[src/hw/rtl/doc_pkg.sv]
// Shared types and constants of the orientation classifier.
package doc_pkg;
	localparam logic [2:0] CLS_UNKNOWN = 3'd0;
	localparam logic [2:0] CLS_PORTRAIT = 3'd1;
	localparam logic [2:0] CLS_UPSIDE = 3'd2;
	localparam logic [2:0] CLS_LEFT = 3'd3;
	localparam logic [2:0] CLS_RIGHT = 3'd4;
	localparam logic [2:0] CLS_FACE_UP = 3'd5;
	localparam logic [2:0] CLS_FACE_DOWN = 3'd6;
	localparam logic [1:0] REG_FACE_COS = 2'd0;
	localparam logic [1:0] REG_FACE_SIN = 2'd1;
	localparam logic [1:0] REG_AXIS_TAN = 2'd2;
	localparam logic [1:0] REG_DEBOUNCE = 2'd3;
	// Share-unit source selection.
	localparam logic [1:0] SRC_NONE = 2'd0;
	localparam logic [1:0] SRC_INV = 2'd1;
	localparam logic [1:0] SRC_DIRECT = 2'd2;
	typedef struct packed {
		logic [2:0] cls;
		logic [1:0] src;
		logic restarted;
	} doc_ctl_t;
endpackage

[src/hw/rtl/doc_back.sv]
// Back: bit-serial Q16 share unit and output register.
module doc_back import doc_pkg::*; #(
	parameter int SAMPLE_BITS = 16
) (
	input logic clk,
	input logic arst_n,
	input logic job_valid,
	output logic job_ready,
	input doc_ctl_t job_ctl,
	input logic [SAMPLE_BITS:0] job_c,
	input logic [2*SAMPLE_BITS+1:0] job_s,
	output logic out_valid,
	input logic out_ready,
	output logic [2:0] out_cls,
	output logic [16:0] out_conf,
	output logic out_restart
);
	localparam int SW = 2 * SAMPLE_BITS + 2;
	localparam int PW = SW + 34;
	logic busy_q;
	logic [4:0] bit_q;
	logic [16:0] q_q;
	doc_ctl_t ctl_q;
	logic [SW-1:0] cc_q, s_q;
	logic [PW-1:0] p_q, qs_q;
	logic [16:0] t;
	logic [PW-1:0] lhs, rhs;
	logic fit;

	assign job_ready = !busy_q && !out_valid;
	assign t = q_q | (17'd1 << bit_q);
	// (q + 2^b)^2 * s from the running q^2 * s and q * s
	assign lhs = p_q + (qs_q << (bit_q + 5'd1)) + (PW'(s_q) << {bit_q, 1'b0});
	assign rhs = PW'({cc_q, 32'd0});
	assign fit = (t <= 17'd65536) && (lhs <= rhs);

	// Iterate one result bit per cycle, MSB first.
	always_ff @(posedge clk or negedge arst_n) begin
		if (!arst_n) begin
			busy_q <= 1'b0;
			out_valid <= 1'b0;
		end else begin
			if (out_valid && out_ready) out_valid <= 1'b0;
			if (job_valid && job_ready) begin
				busy_q <= (job_ctl.src != SRC_NONE);
				out_valid <= (job_ctl.src == SRC_NONE);
			end else if (busy_q && bit_q == 5'd0) begin
				busy_q <= 1'b0;
				out_valid <= 1'b1;
			end
		end
	end

	always_ff @(posedge clk) begin
		if (job_valid && job_ready) begin
			ctl_q <= job_ctl;
			cc_q <= SW'(job_c * job_c);
			s_q <= job_s;
			q_q <= '0;
			p_q <= '0;
			qs_q <= '0;
			bit_q <= 5'd16;
			out_cls <= job_ctl.cls;
			out_restart <= job_ctl.restarted;
			out_conf <= '0;
		end else if (busy_q) begin
			if (fit) begin
				q_q <= t;
				p_q <= lhs;
				qs_q <= qs_q + (PW'(s_q) << bit_q);
			end
			if (bit_q == 5'd0) begin
				out_conf <= (ctl_q.src == SRC_INV) ? 17'(17'd65536 - (fit ? t : q_q))
					: (fit ? t : q_q);
			end else begin
				bit_q <= bit_q - 5'd1;
			end
		end
	end
endmodule

[config.mk]
export PLATFORM = sky130hd
export DESIGN_NAME = doc_back
export DESIGN_NICKNAME = d
export VERILOG_FILES = /design/src/hw/rtl/doc_pkg.sv /design/src/hw/rtl/doc_back.sv
export SDC_FILE = /design/constraint.sdc
export NUM_CORES = 2
export LEC_CHECK = 0
export BUFFER_PORTS_ARGS = -buffer_cell sky130_fd_sc_hd__buf_2
export CAP_MARGIN = 20
export CORE_MARGIN = 2
export CORE_UTILIZATION = 45
export DETAILED_ROUTE_END_ITERATION = 6
export SYNTH_ARGS = -nofsm -noshare
export SYNTH_HDL_FRONTEND = slang
export SYNTH_SLANG_ARGS = --single-unit
[constraint.sdc]
create_clock -name clk -period 27.8 [get_ports clk]
set_input_delay 1.39 -clock clk [delete_from_list [all_inputs] [get_ports clk]]
set_output_delay 1.39 -clock clk [all_outputs]
set_load 0.005 [all_outputs]
==> results.md <==
* Outcome: completed
* Post-synth ARST share at less than 1%
* Layout area overhead at 6.24%
* Most common cell after layout, fill and taps aside: nand2_1
* Detailed Route Iter0 Violations at a little over 3,000
* Worst setup path class: reg -> reg
* Setup Fix Bufs, Post-CTS at 0
* Syn_area_per_cell at approximately 8.1 um^2
* Post-synth cell types at between 100 and 150
* Cell count of the worst hold path at 2
* Core ar. at 74,300 um^2
* PortBufs at just over 80
* Cells after synthesis at about 4,200
* Critical path launch point type: flop
* Die height at ~280 um
* Root buffer cell: clkbuf_16
* Die width at 278 um
* Fin. Hold Viols at 0
* CP Capture Type: flop
* H-tree levels at 1
* Initial antenna violation count at 1
* Area fraction of the dominant cell type after synthesis at about 16%
* Initial DRT Pass Iterations at 6
* RSZ-0062 raised after global routing: false
* Hold buffer count at CTS at 0
* R2R Path End: qs_q[22]
* Top Ports at between 80 and 90
* CTS tree: done
* Worst-case clock buffer depth at 3
* Placed inst area at approximately 35,000 um^2
* Drc violations at 0
* Final Max Slew Viols at 0
* Fin crit period at 12.79 ns
* Synthesis Warnings at 0
* Grt total ovfl at 0
* RD Place Congestion at roughly 1
* R2r worst-path depth at 37
* Slew margin rel. at about a fifth
* First-pass GRT wire length at between 150,000 and 200,000 um
* Resized cells post-CTS at 0
* Fin crit share at a little under half
* Syn nets at 4,777
* Setup violators final at 0
* Detail Route Antenna Nets at 0
* # rows at 100
* Sequential area share after synthesis at between 10% and 20%
* Clock buffer count from CTS at 31
* Worst-margin pin slew at ~1.2 ns
* Setup_tns at 0 ns
* Die area at slightly below 80,000 um^2
* FF-to-FF Start: bit_q[2]
* Largest net degree at the start of global routing at 78
* Max Freq at between 70 and 80 MHz
* GRT Total Usage at 28.6%
* Worst hold start: out_conf[3]
* DR vias/cell at 5.94
* Most frequent cells in the layout: nand2_1 (575), a21oi_1 (387), nor2_1 (376), inv_1 (357), ha_1 (278)
* #FFs+latches synth at between 200 and 300
* Via count at 30,323
* Sink of the worst hold path: out_conf[3]
* Sink Count at between 200 and 300
* Most used cell, CP: nand2_1
* Skew final at between 0.01 and 0.015 ns
* Synth top area cells: fa_1 (16%), dfxtp_1 (10%), ha_1 (10%)
* Design Area, Final at about 36,000 um^2
* Cell area after synthesis at ~34,000 um^2
* Nets at about 4,700
* Predominant post-synthesis flop cell: dfxtp_1
* Starting Density at between 40% and 50%
* HP Class: reg -> reg
* Maximum fanout along the worst path at 74
* Worst-Skew Late Latency at 0.61 ns
* Fill count at between 7,000 and 8,000
* Vias in the first global route at 28,882
* Critical Path AT at 13.32 ns
* EDFF count, synth at between 70 and 80
* Yosys top cell by area: fa_1
* Clock slew at reported path FFs at 0.06 ns
* Final WL at about 110,000 um
* Post-DP HPWL at approximately 90,000 um
* Worst endpoint required time at 28.33 ns
* Worst reg-to-reg setup slack at around 15 ns
* DR WL/cell at 21.9 um
* Max-cap violations at 0
* CP max stage delay at between 0.8 and 0.9 ns
* Fraction of layout cells with a size suffix above 1 at 7.47%
* Crit-path slowest cell: and2_4
[area by class of cell]
cell class	instances	area (um^2)	share of cell area, %
diodes	1	2.50	0.00698
clock buffers	44	907	2.53
clock inverters	13	150	0.419
inverters	363	1370	3.82
multi-input cells	3354	25800	71.9
flip-flops and latches	250	5760	16.1
well taps	969	1210	3.38
repair buffers	113	658	1.84
[cell usage after synthesis (6+ instances only)]
master    instances
nand2_1         577
a21oi_1         387
nor2_1          376
inv_1           357
ha_1            280
fa_1            262
o21ai_0         224
dfxtp_1         175
clkbuf_1        151
mux2i_1         145
xnor2_1         113
nand3_1          84
a21o_1           82
and2_1           75
edfxtp_1         73
mux4_2           54
nor3_1           54
xor2_1           53
a211oi_1         44
a31oi_1          41
nand2b_1         41
o22ai_1          41
o211ai_1         38
nor2b_1          36
o21bai_1         33
o21a_1           31
and3_1           25
buf_1            25
or2_2            25
nand4_1          22
mux2_2           20
buf_2            14
nor4_1           14
o31ai_1          14
or3_1            12
buf_6            10
a211o_1           8
o21ai_1           8
buf_4             7
o311ai_0          7
a311oi_1          6
o211a_1           6
[stage by stage]
step           util, %  setup WS (ns)  std cells  hold WS, ns
2_1_floorplan        -          17.90       4174        0.435
6_report          48.2          15.01       5107        0.449
3_5_place_dp      46.8          15.40       5046        0.444
3_3_place_gp      46.7          15.63       5045        0.445
4_1_cts           48.2          15.33       5103        0.454
5_1_grt           48.2          14.36       5106        0.486
[registers in the layout, summed over array words and instances (netlist names)]
name         cells
q_q             17
s_q             34
out_valid        1
qs_q            68
out_restart      1
busy_q           1
bit_q            5
cc_q            33
ctl_q            2
p_q             68
out_conf        17
out_cls          3
[per-layer routing]
metal  up-vias  track usage (%)  routed length, um  part of all wire, %
met5         -                0                 10               0.0089
met1     14664             42.0              51400                   46
met2      1103             42.3              47600                   42
met4         2             9.51               4050                  3.6
li1      14372                -                  -                    -
met3       182             4.99               8940                  8.0
[worst max-delay path, delay by kind of cell (launching register included)]
kind | cells | cell delay [ns]
and+or+nand+nor | 15 | 4.35
AOI/OAI and AO/OA | 12 | 3.09
buffers and inverters | 4 | 2.27
adders and majority gates | 5 | 2.00
DFF | 1 | 0.69
xor gates and xnor gates | 1 | 0.11
[kinds of logic (layout without fill, tap and decap cells)]
family / after synthesis / after routing / synth area share [%]
xor+xnor: 167 / 167 / 4.39
mux: 219 / 219 / 8.57
compound gates: 1046 / 1046 / 19.0
simple gates: 1380 / 1380 / 18.4
flops: 250 / 250 / 17.0
other cells: 0 / 1 / 0
fa+ha+maj: 542 / 542 / 25.9
buf+inv: 570 / 533 / 6.69
[how the worst max path moves through the flow]
stage | start | cells past startpoint | slack [ns] | to
5_1_grt | bit_q[1] | 37 | 14.36 | qs_q[22]
4_1_cts | bit_q[2] | 37 | 15.33 | qs_q[22]
3_3_place_gp | bit_q[1] | 37 | 15.63 | qs_q[22]
6_report | bit_q[2] | 37 | 15.01 | qs_q[22]
2_1_floorplan | bit_q[0] | 48 | 17.90 | out_conf[14]
3_5_place_dp | bit_q[2] | 37 | 15.40 | qs_q[22]
Power is left out: the tool's default activity adds up to more than one toggle a clock period on the data nets, which glitch-free logic cannot reach.
