## config.mk

```make
export PLATFORM = sky130hd
export DESIGN_NAME = doc_queue
export DESIGN_NICKNAME = d
export VERILOG_FILES = /design/src/hw/rtl/doc_pkg.sv /design/src/hw/rtl/doc_queue.sv
export SDC_FILE = /design/constraint.sdc
export NUM_CORES = 1
export LEC_CHECK = 0
export BUFFER_PORTS_ARGS = -buffer_cell sky130_fd_sc_hd__buf_4
export CORE_MARGIN = 5
export CORE_UTILIZATION = 45
export DETAILED_ROUTE_END_ITERATION = 10
export PLACE_DENSITY = 0.7
export SETUP_SLACK_MARGIN = 0.4
export SYNTH_ARGS = -nofsm -noshare
export SYNTH_HDL_FRONTEND = slang
export SYNTH_SLANG_ARGS = --single-unit
```

## constraint.sdc

```tcl
create_clock -name clk -period 1.72 [get_ports clk]
set_input_delay 0.086 -clock clk [delete_from_list [all_inputs] [get_ports clk]]
set_output_delay 0.086 -clock clk [all_outputs]
set_load 0.01 [all_outputs]
```

## src/hw/rtl/doc_pkg.sv

```systemverilog
// Shared types and constants of the orientation classifier.
package doc_pkg;
	localparam logic [2:0] CLS_UNKNOWN = 3'd0;
	localparam logic [2:0] CLS_PORTRAIT = 3'd1;
	localparam logic [2:0] CLS_UPSIDE = 3'd2;
	localparam logic [2:0] CLS_LEFT = 3'd3;
	localparam logic [2:0] CLS_RIGHT = 3'd4;
	localparam logic [2:0] CLS_FACE_UP = 3'd5;
	localparam logic [2:0] CLS_FACE_DOWN = 3'd6;
	localparam logic [1:0] REG_FACE_COS = 2'd0;
	localparam logic [1:0] REG_FACE_SIN = 2'd1;
	localparam logic [1:0] REG_AXIS_TAN = 2'd2;
	localparam logic [1:0] REG_DEBOUNCE = 2'd3;
	// Share-unit source selection.
	localparam logic [1:0] SRC_NONE = 2'd0;
	localparam logic [1:0] SRC_INV = 2'd1;
	localparam logic [1:0] SRC_DIRECT = 2'd2;
	typedef struct packed {
		logic [2:0] cls;
		logic [1:0] src;
		logic restarted;
	} doc_ctl_t;
endpackage

```

## src/hw/rtl/doc_queue.sv

```systemverilog
// Two-entry queue between front and back.
module doc_queue import doc_pkg::*; #(
	parameter int DW = 8
) (
	input logic clk,
	input logic arst_n,
	input logic wr_valid,
	output logic wr_ready,
	input logic [DW-1:0] wr_data,
	output logic rd_valid,
	input logic rd_ready,
	output logic [DW-1:0] rd_data
);
	logic [DW-1:0] mem_q [2];
	logic wp_q, rp_q;
	logic [1:0] cnt_q;
	logic wr, rd;

	assign wr = wr_valid && wr_ready;
	assign rd = rd_valid && rd_ready;
	assign wr_ready = (cnt_q != 2'd2);
	assign rd_valid = (cnt_q != 2'd0);
	assign rd_data = mem_q[rp_q];

	// Advance pointers and count.
	always_ff @(posedge clk or negedge arst_n) begin
		if (!arst_n) begin
			wp_q <= 1'b0;
			rp_q <= 1'b0;
			cnt_q <= 2'd0;
		end else begin
			if (wr) wp_q <= !wp_q;
			if (rd) rp_q <= !rp_q;
			cnt_q <= cnt_q + 2'(wr) - 2'(rd);
		end
	end

	// Store entries.
	always_ff @(posedge clk) begin
		if (wr) mem_q[wp_q] <= wr_data;
	end
endmodule

```

==> impl_metrics.py, run 1 <==
metrics = {
    "pwr": {
        "p_switching_w": 0.000583,
        "p_leak_nw": 0.522,
        "power_density_mw_per_mm2": 1620,
        "comb_power_share_pct": 44.7,
        "irDropWorstVdd_uv": 1070,
        "p_clk_share_pct": 18.4,
        "swShare_pct": 28.3,
        "pwr-share-seq_pct": 37.0,
        "power.internal_w": 0.00148,
    },
    "critical_path": {
        "crit_top_cell": "buf_6",
        "critPathSlowestCell": "dfrtp_2",
        "slowest_delay_ps": 430,
        "path_cells": "buf_6 -> mux2_4 -> buf_6",
        "cp_max_fo": 5,
        "crit_type": "reg -> out",
        "arrival_ps": 1290,
        "startpoint_type": "flip-flop",
        "end_kind": "primary output",
        "required_ps": 1630,
    },
    "die": {
        "die_y_um": 52.4,
        "initial_core_util_pct": 46.9,
        "io_pins": 22,
        "die_w_um": 52.4,
        "rows": 15,
        "dieArea_mm2": 0.00275,
        "coreArea_mm2": 0.00173,
    },
    "placed_design": {
        "place.gp.congestion": 0.683,
        "postPlaceCellArea_um2": 996,
        "dp.final_hpwl_um": 928,
        "port_buffers": 21,
    },
    "final_layout": {
        "area_delta_synth_final_pct": 56.7,
        "fin_area_mm2": 0.00127,
        "drive_gt1_share_pct": 55.8,
        "final_common_cell": "buf_4",
        "mostFrequentLayoutCells": "buf_4, edfxtp_1, buf_6",
        "finalNetCount": 100,
        "diodes": 0,
    },
    "cts": {
        "cts_buffers": 3,
        "cts_tree": "yes",
        "clock_path_buffers": 2,
        "clk-insertion-delay-late_ps": 290,
        "cts_root_buf": "clkbuf_4",
        "cts_sinks": 20,
        "path_clk_slew_ps": 110,
        "htreeDepth": 1,
    },
    "timing": {
        "tightest_slew_ps": 265,
        "final-hold-violation-count": 0,
        "period_share_pct": 80.1,
        "setup_tns_ps": 0,
        "rsz0062_at_grt": "true",
        "drv_slew": 0,
        "min_period_ps": 1380,
        "skew_ps": 1.67,
        "finalSetupViolCount": 0,
        "slew_headroom_pct": 82.1,
        "fmax_mhz": 726,
    },
    "route": {
        "antenna_left": 0,
        "via_count": 510,
        "drt_wl_total_um": 1530,
        "avgViaCountPerCell": 4.59,
        "initialDrtViolationCount": 4,
        "post_drt_wl_per_cell_um": 13.7,
        "drc": 0,
        "drtPass1Iterations": 4,
    },
    "global_route": {
        "grt_overflow": 0,
        "gr-max-usage-layer": "met2",
        "first_global_vias": 528,
        "use_met2_pct": 20.2,
        "antenna_found_initial": 0,
        "grt_max_degree": 13,
        "grt_use_total_pct": 11.9,
        "gr-usage-met1_pct": 13.1,
        "grt_pass1_wl_um": 2270,
        "grt_util_met3_pct": 4.27,
    },
    "synth": {
        "syn-num-nets": 60,
        "synth_area_per_cell_um2": 17.2,
        "synth_cell_type_count": 17,
        "syn_inst": 47,
        "synth_seq_cells": 20,
        "syn_area_um2": 810,
        "yosys_warnings": 0,
        "synth_seq_area_share_pct": 71.7,
    },
    "outcome": {
        "status": "completed",
    },
    "run": {
        "drv_cap": 0,
    },
    "hold_path": {
        "hp-class": "in -> reg",
    },
}
-- path summary, 6_finish.rpt --
| kind | from | endpoint | slack, ps | cells past startpoint |
|---|---|---|---|---|
| min in group asynchronous | arst_n | cnt_q[0] | 100 | 2 |
| max in group asynchronous | arst_n | rp_q | 1510 | 2 |
| max | rp_q | rd_data[7] | 340 | 3 |
| min | rd_ready | rp_q | 70 | 3 |
| min reg2reg | wp_q | wp_q | 560 | 1 |
| max reg2reg | cnt_q[0] | mem_q[0][3] | 460 | 3 |
-- synthesized netlist by cell type, drive strengths merged --
| library cell | instances | area, um2 |
|---|---|---|
| edfxtp | 16 | 480 |
| mux2 | 8 | 90.1 |
| dfrtp | 4 | 100 |
| nor2 | 3 | 11.3 |
| xnor2 | 3 | 26.3 |
| nand2 | 2 | 7.51 |
| a311oi | 1 | 15.0 |
| and3 | 1 | 6.26 |
| buf | 1 | 5.00 |
| ha | 1 | 12.5 |
| nand2b | 1 | 6.26 |
| nand3 | 1 | 5.00 |
| nor2b | 1 | 6.26 |
| nor4bb | 1 | 16.3 |
| o21ai | 1 | 5.00 |
| o21ba | 1 | 10.0 |
| or2 | 1 | 6.26 |
-- sequential cells by signal (all words and copies together) (netlist names) --
signal / count
mem_q: 16
rp_q: 1
wp_q: 1
cnt_q: 2
-- timing repair --
action                                 in CTS  in global routing
buffers inserted                            4                  2
endpoints found under the hold margin      20                  0
hold buffers                                9                  0
pin swaps                                   0                  2
resized for setup                           5                 21
setup endpoints to repair                  26                 19
-- power by group through the flow --
stage / clock network, W / logic (W) / registers [W]
after floorplan: 0 / 0.000398 / 0.000739
after global placement: 0 / 0.000580 / 0.000792
after detailed placement: 0 / 0.000587 / 0.000800
after CTS: 0.000388 / 0.000740 / 0.000751
after global routing: 0.000408 / 0.000993 / 0.000777
final: 0.000378 / 0.000921 / 0.000762
-- per-layer routing --
layer / routed length (um) / vias up
li1: - / 253
met1: 633 / 243
met2: 788 / 14
met3: 104 / 0
met4: 0 / 0
met5: 0 / -
-- worst max-delay path, delay by kind of cell (launching register included) --
family                 cells  cell delay (ps)
buffers and inverters      2              260
DFF                        1              430
muxes                      1              300
-- stage by stage --
stage	worst slack, ps	std cells	util [%]	total power (W)	hold slack, ps
2_1_floorplan	420	47	-	0.00114	-210
3_3_place_gp	341	92	57.7	0.00137	-113
3_5_place_dp	308	92	57.7	0.00139	-112
4_1_cts	333	109	68.3	0.00188	53.2
5_1_grt	304	111	73.5	0.00218	69.7
6_report	342	111	73.5	0.00206	69.7
-- layout make-up --
cell class,instances,area (um2)
fillers,123,458
well taps,25,31.3
flip-flops and latches,20,583
clock buffers,3,22.5
clock inverters,1,30.0
repair buffers,36,330
multi-input cells,26,272
-- logic make-up (layout without fill, tap and decap cells) --
logic type / Yosys count / after routing / synth area share, %
simple gates: 11 / 11 / 8.04
compound gates: 3 / 3 / 3.71
buf+inv: 1 / 40 / 0.618
xor+xnor: 3 / 3 / 3.25
mux: 8 / 8 / 11.1
flops: 20 / 20 / 71.7
fa+ha+maj: 1 / 1 / 1.55
No activity file was read; power rests on OpenSTA's default activity.
==> inputs of run 2 (changes only) <==
--- a/config.mk
+++ b/config.mk
@@ -5,11 +5,12 @@
 export SDC_FILE = /design/constraint.sdc
 export NUM_CORES = 1
 export LEC_CHECK = 0
+export ABC_AREA = 1
 export BUFFER_PORTS_ARGS = -buffer_cell sky130_fd_sc_hd__buf_4
 export CORE_MARGIN = 5
-export CORE_UTILIZATION = 45
+export CORE_UTILIZATION = 44
 export DETAILED_ROUTE_END_ITERATION = 10
-export PLACE_DENSITY = 0.7
+export PLACE_DENSITY = 0.71
 export SETUP_SLACK_MARGIN = 0.4
 export SYNTH_ARGS = -nofsm -noshare
 export SYNTH_HDL_FRONTEND = slang
==> constraint.sdc (replaced) <==
create_clock -name clk -period 1.24 [get_ports clk]
set_input_delay 0.062 -clock clk [delete_from_list [all_inputs] [get_ports clk]]
set_output_delay 0.062 -clock clk [all_outputs]
set_load 0.01 [all_outputs]
==> impl_metrics.py, run 2 <==
metrics = {
    "pwr": {
        "power.internal_w": 0.00225,
        "power_density_mw_per_mm2": 2340,
        "pwr-share-seq_pct": 32.3,
        "p_switching_w": 0.00128,
        "p_clk_share_pct": 8.8,
        "swShare_pct": 36.3,
        "p_leak_nw": 0.668,
        "comb_power_share_pct": 59.0,
        "irDropWorstVdd_uv": 1760,
        "fin_total_pwr_w": 0.00353,
    },
    "placed_design": {
        "dp.final_hpwl_um": 1090,
        "port_buffers": 21,
        "place.gp.congestion": 0.749,
        "dp.cells": 125,
        "postPlaceCellArea_mm2": 0.00108,
    },
    "synth": {
        "synth_edf_count": 16,
        "synth_top_area_share_pct": 58.4,
        "syn_area_um2": 822,
        "synth_seq_cells": 20,
        "synth_seq_area_share_pct": 70.6,
        "yosys_warnings": 0,
        "synth_most_common_cell": "nand2_1",
        "syn_inst": 73,
        "synthFlopType": "edfxtp_1",
        "synth_cell_type_count": 15,
        "synth_area_leader_cell": "edfxtp_1",
        "syn-num-nets": 86,
        "ys_top_cells_by_area": "edfxtp_1, nand2_1, dfrtp_1",
        "async_flop_share_pct": 20.0,
        "synthTopCellsByCount": "nand2_1, edfxtp_1, inv_1, dfrtp_1",
        "synth_area_per_cell_um2": 11.3,
    },
    "critical_path": {
        "startpoint_type": "flip-flop",
        "crit_top_cell": "buf_4",
        "path_cells": "inv_2 -> nand2_4 -> buf_4 -> buf_6 -> buf_4",
        "cp_max_fo": 4,
        "required_ps": 1180,
        "arrival_ps": 1280,
        "end_kind": "primary output",
        "slowest_delay_ps": 470,
        "crit_type": "reg -> out",
        "critPathSlowestCell": "dfrtp_2",
    },
    "final_layout": {
        "largest_reg_flops": 16,
        "reg_top3": "mem_q x16, cnt_q x2",
        "regMostFlops": "mem_q",
        "finalNetCount": 143,
        "area_delta_synth_final_pct": 83.4,
        "utilization_pct": 86.4,
        "fin_area_mm2": 0.00151,
        "regArea_um2": 584,
        "final_cell_count_no_fill": 154,
        "final_common_cell": "nand2_2",
        "drive_gt1_share_pct": 69.0,
        "diodes": 0,
        "fillers": 94,
        "mostFrequentLayoutCells": "nand2_2, buf_6, buf_4",
        "multi_input_area_um2": 315,
    },
    "cts": {
        "cts_tree": "yes",
        "cts_sinks": 20,
        "clock_path_buffers": 2,
        "path_clk_slew_ps": 110,
        "clk-insertion-delay-late_ps": 290,
        "cts_root_buf": "clkbuf_4",
        "cts_buffers": 3,
        "htreeDepth": 1,
    },
    "die": {
        "coreArea_mm2": 0.00175,
        "io_pins": 22,
        "rows": 15,
        "die_y_um": 53.2,
        "dieArea_mm2": 0.00283,
        "die_w_um": 53.2,
        "initial_core_util_pct": 47.1,
    },
    "timing": {
        "finalSetupViolCount": 25,
        "setup_tns_ps": -1430,
        "skew_ps": 1.56,
        "min_period_ps": 1340,
        "tightest_slew_ps": 191,
        "period_share_pct": 108,
        "slew_headroom_pct": 87.3,
        "final-hold-violation-count": 0,
        "rsz0062_at_grt": "true",
        "fin_ws_ps": -101,
        "drv_slew": 0,
        "fmax_mhz": 746,
    },
    "global_route": {
        "antenna_found_initial": 0,
        "first_global_vias": 684,
        "grt_max_degree": 12,
        "grt_overflow": 0,
        "grt_use_total_pct": 15.2,
        "grt_pass1_wl_um": 2930,
    },
    "outcome": {
        "violations": "setup timing",
        "status": "complete, but fails checks",
    },
    "route": {
        "drt_wl_total_um": 2090,
        "antenna_left": 0,
        "via_count": 715,
        "avgViaCountPerCell": 4.64,
        "initialDrtViolationCount": 14,
        "drtPass1Iterations": 4,
        "post_drt_wl_per_cell_um": 13.6,
        "drc": 0,
    },
    "hold_path": {
        "hp-class": "in -> reg",
    },
    "run": {
        "drv_cap": 0,
    },
}
## run 2: repair_timing
item / in CTS / in global routing
endpoints found under the hold margin: 20 / 0
pin swaps: 10 / 9
setup endpoints to repair: 30 / 30
buffers inserted: 9 / 7
gates resized for setup: 42 / 23
hold buffers: 9 / 0
## run 2: final timing paths
kind | start | slack [ps] | end | cells after the start
max in group asynchronous | arst_n | 1040 | rp_q | 2
setup reg to reg | cnt_q[0] | -90 | cnt_q[1] | 11
setup / recovery | cnt_q[0] | -100 | wr_ready | 5
hold reg to reg | wp_q | 590 | wp_q | 2
min in group asynchronous | arst_n | 90 | cnt_q[1] | 2
hold / removal | wr_valid | 50 | wp_q | 3
## run 2: worst max-delay path, delay by kind of cell (launching register included)
family | cells | cell delay [ps]
buffers and inverters | 4 | 450
and+or+nand+nor | 1 | 60
DFF | 1 | 470
## run 2: cell type report
| type | count | area share (%) |
|---|---|---|
| Clock buffer | 3 | 1.49 |
| Timing Repair Buffer | 53 | 34.2 |
| Multi-Input combinational cell | 44 | 20.9 |
| Clock inverter | 1 | 0.249 |
| Tap cell | 25 | 2.07 |
| Inverter | 8 | 2.32 |
| Sequential cell | 20 | 38.8 |
## run 2: stage by stage
step	hold WS, ps	setup slack (ps)
floorplan	-234	-36.1
global placement	-138	-66.1
detailed placement	-139	-107
CTS	39.1	-101
global route	49.7	-190
finish	47.2	-101
## run 2: cells by family (layout without fill, tap and decap cells)
kind of cell / Yosys count / in the layout / synth area share (%)
buffers and inverters: 9 / 65 / 4.26
and+or+nand+nor: 40 / 40 / 21.3
DFF: 20 / 20 / 70.6
adders and majority gates: 1 / 1 / 1.52
AOI/OAI and AO/OA: 2 / 2 / 1.22
xor gates and xnor gates: 1 / 1 / 1.07
## run 2: power by group through the flow
stage | Combinational, W | Sequential, W | Clock (W)
floorplan | 0.000619 | 0.00103 | 0
global placement | 0.00110 | 0.00108 | 0
detailed placement | 0.00112 | 0.00110 | 0
CTS | 0.00169 | 0.00110 | 0.000310
global route | 0.00225 | 0.00117 | 0.000356
finish | 0.00208 | 0.00114 | 0.000309
## run 2: layer usage
layer	part of all wire (%)	wire length (um)	up-vias	track usage [%]
met2	58	1200	16	31.0
met3	4.3	90	4	2.82
met1	36	758	351	14.0
met4	1.9	39	0	6.38
met5	0	0	-	0
li1	-	-	344	-
